--- config.mk ---
export PLATFORM = sky130hd
export DESIGN_NAME = serial_line_command_interpreter
export DESIGN_NICKNAME = d
export VERILOG_FILES = /design/src/sv/slci_pkg.sv /design/src/sv/slci_ram.sv /design/src/sv/slci_parse.sv /design/src/sv/serial_line_command_interpreter.sv
export SDC_FILE = /design/constraint.sdc
export NUM_CORES = 1
export LEC_CHECK = 0
export ABC_AREA = 1
export ABC_CLOCK_PERIOD_IN_PS = 4400
export CAP_MARGIN = 30
export CORE_AREA = 2 2 222 224
export CTS_BUF_LIST = sky130_fd_sc_hd__clkbuf_4 sky130_fd_sc_hd__clkbuf_8
export DETAILED_ROUTE_END_ITERATION = 8
export DIE_AREA = 0 0 224 226
export DONT_BUFFER_PORTS = 1
export PLACE_DENSITY = 0.6
export SLEW_MARGIN = 20
export SYNTH_ARGS = -nofsm -noshare
export SYNTH_HDL_FRONTEND = slang
export SYNTH_HIERARCHICAL = 1
export SYNTH_SLANG_ARGS = --single-unit
--- constraint.sdc ---
create_clock -name i_clk -period 4.4 [get_ports i_clk]
set_clock_uncertainty 0.2 [all_clocks]
set_input_delay 0.44 -clock i_clk [delete_from_list [all_inputs] [get_ports i_clk]]
set_output_delay 0.44 -clock i_clk [all_outputs]
set_load 0.01 [all_outputs]
--- src/sv/slci_pkg.sv ---
// Shared types, constants and text tables for the serial line command interpreter.
// No dependencies; every other file of the block but slci_ram imports this package.
package slci_pkg;

    // Default line size: the line holds at most LINE_SIZE_DEF-1 characters.
    localparam int LINE_SIZE_DEF = 32;

    // Register reset values.
    localparam logic        TTY_ECHO_RST     = 1'b0;
    localparam logic [15:0] MOVE_DELAY_RST   = 16'd1000;
    localparam logic [15:0] MAX_DISTANCE_RST = 16'd10000;

    // Distance accumulator saturates at this value.
    localparam logic [16:0] DIST_CAP = 17'd65536;

    // Character codes.
    localparam logic [7:0] CH_BS    = 8'h08;
    localparam logic [7:0] CH_LF    = 8'h0A;
    localparam logic [7:0] CH_CR    = 8'h0D;
    localparam logic [7:0] CH_SPACE = 8'h20;
    localparam logic [7:0] CH_DEL   = 8'h7F;
    localparam logic [7:0] CH_PLUS  = 8'h2B;
    localparam logic [7:0] CH_MINUS = 8'h2D;
    localparam logic [7:0] CH_ZERO  = 8'h30;
    localparam logic [7:0] CH_NINE  = 8'h39;
    localparam logic [7:0] CH_UC_A  = 8'h41;
    localparam logic [7:0] CH_UC_Z  = 8'h5A;
    localparam logic [7:0] CASE_OFS = 8'h20;

    // Configuration register indexes.
    typedef enum logic [1:0] {
        CFG_TTY_ECHO     = 2'd0,
        CFG_MOVE_DELAY   = 2'd1,
        CFG_MAX_DISTANCE = 2'd2
    } t_cfg_idx;

    // Input item kinds.
    localparam logic CMD_BYTE = 1'b0;
    localparam logic CMD_TICK = 1'b1;

    // Messages the block can send.
    typedef enum logic [2:0] {
        M_CHAR,    // echo of one printable byte
        M_ERASE,   // backspace, space, backspace
        M_NL,      // echoed newline alone
        M_ERR,     // "ERROR\n"
        M_NL_ERR,  // echoed newline then "ERROR\n"
        M_OK       // "OK\n"
    } t_msg;

    // Result of scanning one line.
    typedef struct packed {
        logic is_move;
        logic move_ok;
    } t_parse_res;

    // Number of bytes in a message.
    function automatic logic [2:0] msg_len(input t_msg msg);
        logic [2:0] len;
        unique case (msg)
            M_CHAR:   len = 3'd1;
            M_ERASE:  len = 3'd3;
            M_NL:     len = 3'd1;
            M_ERR:    len = 3'd6;
            M_NL_ERR: len = 3'd7;
            M_OK:     len = 3'd3;
            default:  len = 3'd1;
        endcase
        return len;
    endfunction

    // Byte idx of the "ERROR\n" text.
    function automatic logic [7:0] err_byte(input logic [2:0] idx);
        logic [7:0] b;
        unique case (idx)
            3'd0:    b = "E";
            3'd1:    b = "R";
            3'd2:    b = "R";
            3'd3:    b = "O";
            3'd4:    b = "R";
            default: b = CH_LF;
        endcase
        return b;
    endfunction

    // Byte idx of a message; ch supplies the echoed byte.
    function automatic logic [7:0] msg_byte(input t_msg msg, input logic [2:0] idx,
                                            input logic [7:0] ch);
        logic [7:0] b;
        unique case (msg)
            M_CHAR:   b = ch;
            M_ERASE:  b = (idx == 3'd1) ? CH_SPACE : CH_BS;
            M_NL:     b = CH_LF;
            M_ERR:    b = err_byte(idx);
            M_NL_ERR: b = (idx == 3'd0) ? CH_LF : err_byte(idx - 3'd1);
            M_OK:     b = (idx == 3'd0) ? 8'("O") : ((idx == 3'd1) ? 8'("K") : CH_LF);
            default:  b = CH_LF;
        endcase
        return b;
    endfunction

    // Letter idx of the command word, in lower case.
    function automatic logic [7:0] word_char(input logic [1:0] idx);
        logic [7:0] b;
        unique case (idx)
            2'd0:    b = "m";
            2'd1:    b = "o";
            2'd2:    b = "v";
            default: b = "e";
        endcase
        return b;
    endfunction

    // Upper-case letters fold to lower case; everything else passes.
    function automatic logic [7:0] to_lower(input logic [7:0] c);
        return (c >= CH_UC_A && c <= CH_UC_Z) ? c + CASE_OFS : c;
    endfunction

    // Decimal digit test.
    function automatic logic is_digit(input logic [7:0] c);
        return (c >= CH_ZERO) && (c <= CH_NINE);
    endfunction

endpackage

--- src/sv/slci_ram.sv ---
// Generic single-write, single-read RAM with a registered read port.
// No dependencies.
module slci_ram #(
    parameter int WIDTH = 8,
    parameter int DEPTH = 31,
    localparam int AW   = $clog2(DEPTH)
) (
    input  logic             i_clk,
    input  logic             i_we,
    input  logic [AW-1:0]    i_waddr,
    input  logic [WIDTH-1:0] i_wdata,
    input  logic [AW-1:0]    i_raddr,
    output logic [WIDTH-1:0] o_rdata
);

    logic [WIDTH-1:0] r_mem [DEPTH];
    logic [WIDTH-1:0] r_rdata;

    // Write port and registered read port.
    always_ff @(posedge i_clk) begin
        if (i_we) begin
            r_mem[i_waddr] <= i_wdata;
        end
        r_rdata <= r_mem[i_raddr];
    end

    assign o_rdata = r_rdata;

endmodule

--- src/sv/slci_parse.sv ---
// Line scanner: walks the stored line one character a cycle through the RAM read port,
// finds the command word and accumulates the distance with one shared multiply-by-ten adder.
// Depends on slci_pkg.
module slci_parse #(
    parameter int LINE_SIZE = slci_pkg::LINE_SIZE_DEF,
    localparam int LW = $clog2(LINE_SIZE),
    localparam int AW = $clog2(LINE_SIZE - 1)
) (
    input  logic                 i_clk,
    input  logic                 i_rst_n,
    input  logic                 i_start,
    input  logic [LW-1:0]        i_len,
    input  logic [15:0]          i_max_distance,
    input  logic [7:0]           i_rdata,
    output logic [AW-1:0]        o_raddr,
    output logic                 o_done,
    output slci_pkg::t_parse_res o_res
);

    import slci_pkg::*;

    typedef enum logic {
        P_IDLE,
        P_SCAN
    } t_state;

    // Position within the line.
    typedef enum logic [2:0] {
        PH_LEAD,   // spaces before the first token
        PH_WORD,   // inside the first token
        PH_GAP,    // spaces before the second token
        PH_DIGIT,  // sign or digits of the second token
        PH_STOP    // nothing further matters
    } t_phase;

    t_state     r_state;
    t_phase     r_ph;
    logic [LW-1:0] r_pos;
    logic [2:0] r_wcnt;
    logic       r_mis;
    logic       r_neg;
    logic       r_digits;
    logic [16:0] r_val;
    logic       r_done;
    t_parse_res r_res;

    logic [7:0]  w_lc;
    logic        w_wmatch;
    logic [3:0]  w_digit;
    logic [19:0] w_prod;
    logic [16:0] w_acc;
    logic        w_end;
    logic        w_is_move;

    // Shared unit: value times ten plus the new digit, saturated.
    assign w_digit = 4'(i_rdata - CH_ZERO);
    assign w_prod  = 20'({r_val, 3'b000}) + 20'({r_val, 1'b0}) + 20'(w_digit);
    assign w_acc   = (w_prod > 20'(DIST_CAP)) ? DIST_CAP : w_prod[16:0];

    // Case-blind compare against the command word.
    assign w_lc     = to_lower(i_rdata);
    assign w_wmatch = (r_wcnt < 3'd4) && (w_lc == word_char(r_wcnt[1:0]));

    assign w_end     = (r_pos == i_len) || (r_ph == PH_STOP) || r_mis;
    assign w_is_move = !r_mis && (r_wcnt == 3'd4);

    // Address of the character needed next cycle.
    assign o_raddr = (r_state == P_SCAN) ? AW'(r_pos + LW'(1)) : '0;

    // Sequencer and scan registers.
    always_ff @(posedge i_clk) begin
        if (!i_rst_n) begin
            r_state  <= P_IDLE;
            r_ph     <= PH_LEAD;
            r_pos    <= '0;
            r_wcnt   <= '0;
            r_mis    <= 1'b0;
            r_neg    <= 1'b0;
            r_digits <= 1'b0;
            r_val    <= '0;
            r_done   <= 1'b0;
            r_res    <= '0;
        end else begin
            r_done <= 1'b0;
            unique case (r_state)
                P_IDLE: begin
                    if (i_start) begin
                        r_state  <= P_SCAN;
                        r_ph     <= PH_LEAD;
                        r_pos    <= '0;
                        r_wcnt   <= '0;
                        r_mis    <= 1'b0;
                        r_neg    <= 1'b0;
                        r_digits <= 1'b0;
                        r_val    <= '0;
                    end
                end
                P_SCAN: begin
                    if (w_end) begin
                        r_state       <= P_IDLE;
                        r_done        <= 1'b1;
                        r_res.is_move <= w_is_move;
                        r_res.move_ok <= w_is_move && r_digits &&
                                         (r_neg ? (r_val == '0)
                                                : (r_val <= {1'b0, i_max_distance}));
                    end else begin
                        r_pos <= r_pos + LW'(1);
                        unique case (r_ph)
                            PH_LEAD, PH_WORD: begin
                                if (i_rdata == CH_SPACE) begin
                                    if (r_ph == PH_WORD) begin
                                        r_ph <= PH_GAP;
                                    end
                                end else begin
                                    r_ph <= PH_WORD;
                                    if (w_wmatch) begin
                                        r_wcnt <= r_wcnt + 3'd1;
                                    end else begin
                                        r_mis <= 1'b1;
                                    end
                                end
                            end
                            PH_GAP: begin
                                if (i_rdata == CH_PLUS || i_rdata == CH_MINUS) begin
                                    r_neg <= (i_rdata == CH_MINUS);
                                    r_ph  <= PH_DIGIT;
                                end else if (is_digit(i_rdata)) begin
                                    r_val    <= w_acc;
                                    r_digits <= 1'b1;
                                    r_ph     <= PH_DIGIT;
                                end else if (i_rdata != CH_SPACE) begin
                                    r_ph <= PH_STOP;
                                end
                            end
                            PH_DIGIT: begin
                                if (is_digit(i_rdata)) begin
                                    r_val    <= w_acc;
                                    r_digits <= 1'b1;
                                end else begin
                                    r_ph <= PH_STOP;
                                end
                            end
                            default: begin
                                r_ph <= PH_STOP;
                            end
                        endcase
                    end
                end
                default: begin
                    r_state <= P_IDLE;
                end
            endcase
        end
    end

    assign o_done = r_done;
    assign o_res  = r_res;

endmodule

--- src/sv/serial_line_command_interpreter.sv ---
// Serial line command interpreter: line editing with echo and a timed "move" command.
// A tick or an editing byte is taken, then the reply bytes leave one by one as the output takes them.
// A line end scans the stored line at one character a cycle through the line RAM read port,
// then the reply bytes follow. Input is not ready meanwhile.
// Synchronous active-low reset empties the line, clears busy and loads the register defaults.
// Depends on slci_pkg, slci_ram and slci_parse.
module serial_line_command_interpreter #(
    parameter int LINE_SIZE = slci_pkg::LINE_SIZE_DEF
) (
    input  logic        i_clk,
    input  logic        i_rst_n,
    // Input transactions
    input  logic        i_in_valid,
    output logic        o_in_ready,
    input  logic        i_command,
    input  logic [7:0]  i_rx_byte,
    // Output transactions
    output logic        o_out_valid,
    input  logic        i_out_ready,
    output logic [7:0]  o_tx_byte,
    output logic        o_last_of_run,
    // Configuration writes
    input  logic        i_cfg_valid,
    output logic        o_cfg_ready,
    input  logic [1:0]  i_cfg_index,
    input  logic [15:0] i_cfg_data
);

    import slci_pkg::*;

    localparam int LW    = $clog2(LINE_SIZE);
    localparam int AW    = $clog2(LINE_SIZE - 1);
    localparam int DEPTH = LINE_SIZE - 1;

    typedef enum logic [1:0] {
        S_IDLE,
        S_PARSE,
        S_EMIT
    } t_state;

    t_state      r_state;
    logic        r_tty_echo;
    logic [15:0] r_move_delay;
    logic [15:0] r_max_distance;
    logic [LW-1:0] r_len;
    logic        r_busy;
    logic [15:0] r_wait;
    logic        r_start;
    t_msg        r_msg;
    logic [2:0]  r_idx;
    logic [7:0]  r_char;
    logic        r_out_valid;
    logic [7:0]  r_tx_byte;
    logic        r_last;

    logic        w_in_acc;
    logic        w_is_eol;
    logic        w_is_erase;
    logic        w_printable;
    logic        w_room;
    logic        w_we;
    logic [AW-1:0] w_raddr;
    logic [7:0]  w_rdata;
    logic        w_done;
    t_parse_res  w_res;
    logic        w_out_free;
    logic        w_msg_last;

    assign o_in_ready  = (r_state == S_IDLE);
    assign o_cfg_ready = 1'b1;
    assign w_in_acc    = i_in_valid && o_in_ready;

    // Byte classification.
    assign w_is_eol    = (i_rx_byte == CH_CR) || (i_rx_byte == CH_LF);
    assign w_is_erase  = (i_rx_byte == CH_BS) || (i_rx_byte == CH_DEL);
    assign w_printable = (i_rx_byte >= CH_SPACE) && (i_rx_byte < CH_DEL);
    assign w_room      = (r_len != LW'(LINE_SIZE - 1));
    assign w_we        = w_in_acc && (i_command == CMD_BYTE) && !r_busy && !w_is_eol &&
                         !(r_tty_echo && w_is_erase) && w_printable && w_room;

    // Line store.
    slci_ram #(
        .WIDTH (8),
        .DEPTH (DEPTH)
    ) u_line_ram (
        .i_clk   (i_clk),
        .i_we    (w_we),
        .i_waddr (r_len[AW-1:0]),
        .i_wdata (i_rx_byte),
        .i_raddr (w_raddr),
        .o_rdata (w_rdata)
    );

    // Line scanner.
    slci_parse #(
        .LINE_SIZE (LINE_SIZE)
    ) u_parse (
        .i_clk          (i_clk),
        .i_rst_n        (i_rst_n),
        .i_start        (r_start),
        .i_len          (r_len),
        .i_max_distance (r_max_distance),
        .i_rdata        (w_rdata),
        .o_raddr        (w_raddr),
        .o_done         (w_done),
        .o_res          (w_res)
    );

    // The output register may be reloaded once it is empty or being taken.
    assign w_out_free = !r_out_valid || i_out_ready;
    assign w_msg_last = (r_idx == msg_len(r_msg) - 3'd1);

    // Control sequencer, line state, registers and output register.
    always_ff @(posedge i_clk) begin
        if (!i_rst_n) begin
            r_state        <= S_IDLE;
            r_tty_echo     <= TTY_ECHO_RST;
            r_move_delay   <= MOVE_DELAY_RST;
            r_max_distance <= MAX_DISTANCE_RST;
            r_len          <= '0;
            r_busy         <= 1'b0;
            r_wait         <= '0;
            r_start        <= 1'b0;
            r_msg          <= M_CHAR;
            r_idx          <= '0;
            r_char         <= '0;
            r_out_valid    <= 1'b0;
            r_tx_byte      <= '0;
            r_last         <= 1'b0;
        end else begin
            r_start <= 1'b0;

            // Configuration writes; unknown indexes are ignored.
            if (i_cfg_valid) begin
                unique case (i_cfg_index)
                    CFG_TTY_ECHO:     r_tty_echo     <= i_cfg_data[0];
                    CFG_MOVE_DELAY:   r_move_delay   <= i_cfg_data;
                    CFG_MAX_DISTANCE: r_max_distance <= i_cfg_data;
                    default: ;
                endcase
            end

            // The consumer takes the waiting byte.
            if (r_out_valid && i_out_ready) begin
                r_out_valid <= 1'b0;
            end

            unique case (r_state)
                S_IDLE: begin
                    r_idx <= '0;
                    if (w_in_acc) begin
                        if (i_command == CMD_TICK) begin
                            if (r_busy) begin
                                if (r_wait <= 16'd1) begin
                                    r_wait  <= '0;
                                    r_busy  <= 1'b0;
                                    r_msg   <= M_OK;
                                    r_state <= S_EMIT;
                                end else begin
                                    r_wait <= r_wait - 16'd1;
                                end
                            end
                        end else if (!r_busy) begin
                            priority if (w_is_eol) begin
                                r_start <= 1'b1;
                                r_state <= S_PARSE;
                            end else if (r_tty_echo && w_is_erase) begin
                                if (r_len != '0) begin
                                    r_len   <= r_len - LW'(1);
                                    r_msg   <= M_ERASE;
                                    r_state <= S_EMIT;
                                end
                            end else if (w_printable && w_room) begin
                                r_len  <= r_len + LW'(1);
                                r_char <= i_rx_byte;
                                if (r_tty_echo) begin
                                    r_msg   <= M_CHAR;
                                    r_state <= S_EMIT;
                                end
                            end else begin
                                // Other bytes, and printable bytes once the line is full, are dropped.
                            end
                        end
                    end
                end
                S_PARSE: begin
                    if (w_done) begin
                        r_len <= '0;
                        if (w_res.move_ok) begin
                            r_busy <= 1'b1;
                            r_wait <= r_move_delay;
                        end
                        priority if (!w_res.is_move) begin
                            r_msg   <= r_tty_echo ? M_NL_ERR : M_ERR;
                            r_state <= S_EMIT;
                        end else if (r_tty_echo) begin
                            r_msg   <= M_NL;
                            r_state <= S_EMIT;
                        end else begin
                            r_state <= S_IDLE;
                        end
                    end
                end
                S_EMIT: begin
                    if (w_out_free) begin
                        r_out_valid <= 1'b1;
                        r_tx_byte   <= msg_byte(r_msg, r_idx, r_char);
                        r_last      <= w_msg_last;
                        r_idx       <= r_idx + 3'd1;
                        if (w_msg_last) begin
                            r_state <= S_IDLE;
                        end
                    end
                end
                default: begin
                    r_state <= S_IDLE;
                end
            endcase
        end
    end

    assign o_out_valid   = r_out_valid;
    assign o_tx_byte     = r_tx_byte;
    assign o_last_of_run = r_last;

endmodule

==> qor.yml <==
power_and_ir_drop:
  power_mw: 9.43
  worst_ir_drop_vdd_mv: 0.247
  p_leak_nw: 8.57
  p_per_area_nw_per_um2: 449
grt:
  grt_max_degree: 93
  antenna_found_initial: 2
  overflow: 0
  grt_pass1_vias: 14600
  grt_usage_pct: 19.1
  grt_pass1_wl_um: 77200
clocking:
  clk_path_buf_depth: 3
  clkTransAtPathRegs_ns: 0.06
  cts_tree: "done"
  cts_buffers: 58
  clk_latency_ns: 0.64
  cts_root_buffer: "clkbuf_8"
  clock-sinks: 373
  cts_max_level: 2
worst_setup_path:
  path_common_cell: "nand2_1"
  path_max_fanout: 17
  arrival_ns: 3.63
  required_ns: 4.68
  slowest_delay_ns: 0.54
  crit_type: "reg -> reg"
  cp_cell_sequence: "inv_1 -> fa_1 -> fa_1 -> inv_1 -> nand3_1 -> nand2_1 -> nand2_1 -> nand3_2 -> nand2_1 -> nand2_1 -> nand2_1 -> nand2_1 -> nand2_1 -> a21oi_4 -> nand2_1 -> nand2_1 -> a21oi_1"
  cp_top_family: "adder cells"
  cp-start-kind: "flop"
  slowest_stage: "fa_1"
  cp-end-kind: "flop"
  crit_buf_inv: 2
placement:
  place.detailed.hpwl_um: 30000
  gp_congestion: 0.885
  dpl_cell_area_sq_um: 19100
  io_buffers: 0
yosys:
  syn-mean-instance-area_sq_um: 8.62
  synthCells: 2158
  synthDominantCellAreaShare_pct: 40.0
  synth_nets: 2263
  netlist_area_sq_um: 18600
  synth_top_cells_by_count: "603 x nand2_1, 296 x nand3_1, 248 x edfxtp_1, 207 x nor2_1, 165 x inv_1"
  netlist_top_cells_area: "edfxtp_1 40%, dfxtp_1 13%, nand2_1 12%"
  ys_ff_latch: 373
  synth_flop_cell: "edfxtp_1"
  synth_most_common_cell: "nand2_1"
  async_flop_share_pct: 0
  yosysSeqAreaShare_pct: 53.5
  synth_edf_count: 248
  synth_cell_types: 54
  ys_warn_count: 6
  yosys.area.top_type: "edfxtp_1"
die:
  dieArea_sq_um: 50600
  die_x_um: 224
  core_area_sq_um: 48300
  start_util_pct: 38.5
  io_pins: 44
  rows: 81
  die_h_um: 226
route:
  drc: 0
  num_vias: 15000
  drt-initial-drc-count: 1168
  drtAntennaViolNets: 0
  routed_wl_um: 48500
  viasPerCell: 5.20
  wire_per_inst_um: 16.9
  drtPass1Iterations: 5
final_layout:
  synthToLayoutAreaGrowth_pct: 12.9
  layout-drive-gt1-share_pct: 8.13
  nNetsFinal: 2309
  stdcell_area_sq_um: 21000
sta:
  max-slew-margin-rel_pct: 44.3
  worst_slew_pin_slew_ns: 0.832
  hold_viol_final: 0
  holdWs_ns: 0.0638
  setup_violations: 0
  maxSlewViolCount: 0
  rsz0062_at_grt: "false"
  fmax_mhz: 298
  fin_crit_sh_pct: 76.2
  post-route-min-period_ns: 3.35
  fin_tns_setup_ns: 0
hold_path:
  holdCritPathClass: "in -> reg"
job:
  maxCapViolCount: 0
status:
  status: "completed"
state kept, by name, summed over array words and instances (netlist names), 8 cells and up:
name                count
u_line_ram/r_mem      248
r_move_delay           16
o_tx_byte               8
r_char                  8
u_line_ram/o_rdata      8
r_wait                 16
u_parse/r_val          17
r_max_distance         16
worst min-delay path: stages:
cell     delay [ns]
nand2_1        0.06
o21ai_1        0.12
nand2_1        0.14
nor3_1         0.08
per-stage QoR:
stage               cells  util [%]  setup WS [ns]
floorplan            2158         -           1.47
global route         2877      43.5          0.752
finish               2877      43.5           1.05
detailed placement   2709      39.4           1.07
global placement     2709      39.4           1.10
CTS                  2873      43.4           1.04
routing by layer:
metal / vias up / part of all wire, % / global-route usage [%]
met5: - / 0 / 0
met1: 7093 / 44 / 24.7
met4: 0 / 2.7 / 6.95
met3: 87 / 5.3 / 2.81
li1: 7377 / - / -
met2: 408 / 48 / 32.5
area by class of cell:
class	count	area (sq um)
Tap cell	622	778
Clock buffer	92	1130
Sequential cell	373	9950
Timing Repair Buffer	67	786
Fill cell	4623	27300
Inverter	179	681
Multi-Input combinational cell	1525	7560
Antenna cell	3	7.51
Clock inverter	16	109
logic make-up (layout without fill, tap and decap cells):
family | Yosys count | after routing | share of synthesized area (%)
compound gates | 232 | 232 | 6.80
xor+xnor | 15 | 15 | 0.706
fa+ha+maj | 73 | 73 | 5.03
buf+inv | 260 | 354 | 5.96
flops | 373 | 373 | 53.5
other cells | 1 | 4 | 0.0202
simple gates | 1204 | 1204 | 28.0
cells in the final DEF, fill, tap and decap left out, types with 6 or more instances in the layout:
cell type,instances
a21oi_1,114
a31oi_1,6
buf_12,10
buf_4,8
clkbuf_4,21
clkbuf_8,71
clkinv_1,10
clkinv_2,8
dfxtp_1,125
dlygate4sd3_1,47
edfxtp_1,248
ha_1,70
inv_1,164
inv_2,7
nand2_1,603
nand2_2,6
nand3_1,296
nand3_2,6
nand3b_1,7
nand4_1,23
nor2_1,205
nor2_2,8
nor2_4,8
nor3_1,18
nor4_1,9
o21ai_0,77
o21ai_1,10
xor2_1,11
path summary, 6_finish.rpt:
kind	startpoint	endpoint	slack, ns	cells past startpoint
setup / recovery	u_line_ram/o_rdata[3]$_DFF_P_	u_parse/r_val[16]$_SDFFE_PN0P_	1.05	17
setup reg to reg	u_line_ram/o_rdata[3]$_DFF_P_	u_parse/r_val[16]$_SDFFE_PN0P_	1.05	17
hold / removal	i_rx_byte[2]	r_start$_SDFF_PP0_	0.06	4
hold reg to reg	r_char[7]$_SDFFE_PN0P_	r_char[7]$_SDFFE_PN0P_	0.26	2
what timing repair did:
item,CTS,global route
gates resized for setup,0,0
endpoints found under the hold margin,351,0
buffers inserted,0,0
hold buffers,56,0
power by group:
group	leakage, nW	switching (mW)	internal [mW]	total [mW]
logic	4.65	1.46	0.780	2.24
registers	3.25	0.225	3.90	4.13
clock network	0.667	1.36	1.69	3.06
total	8.57	3.05	6.38	9.43
(Power assumes the default switching activity.)
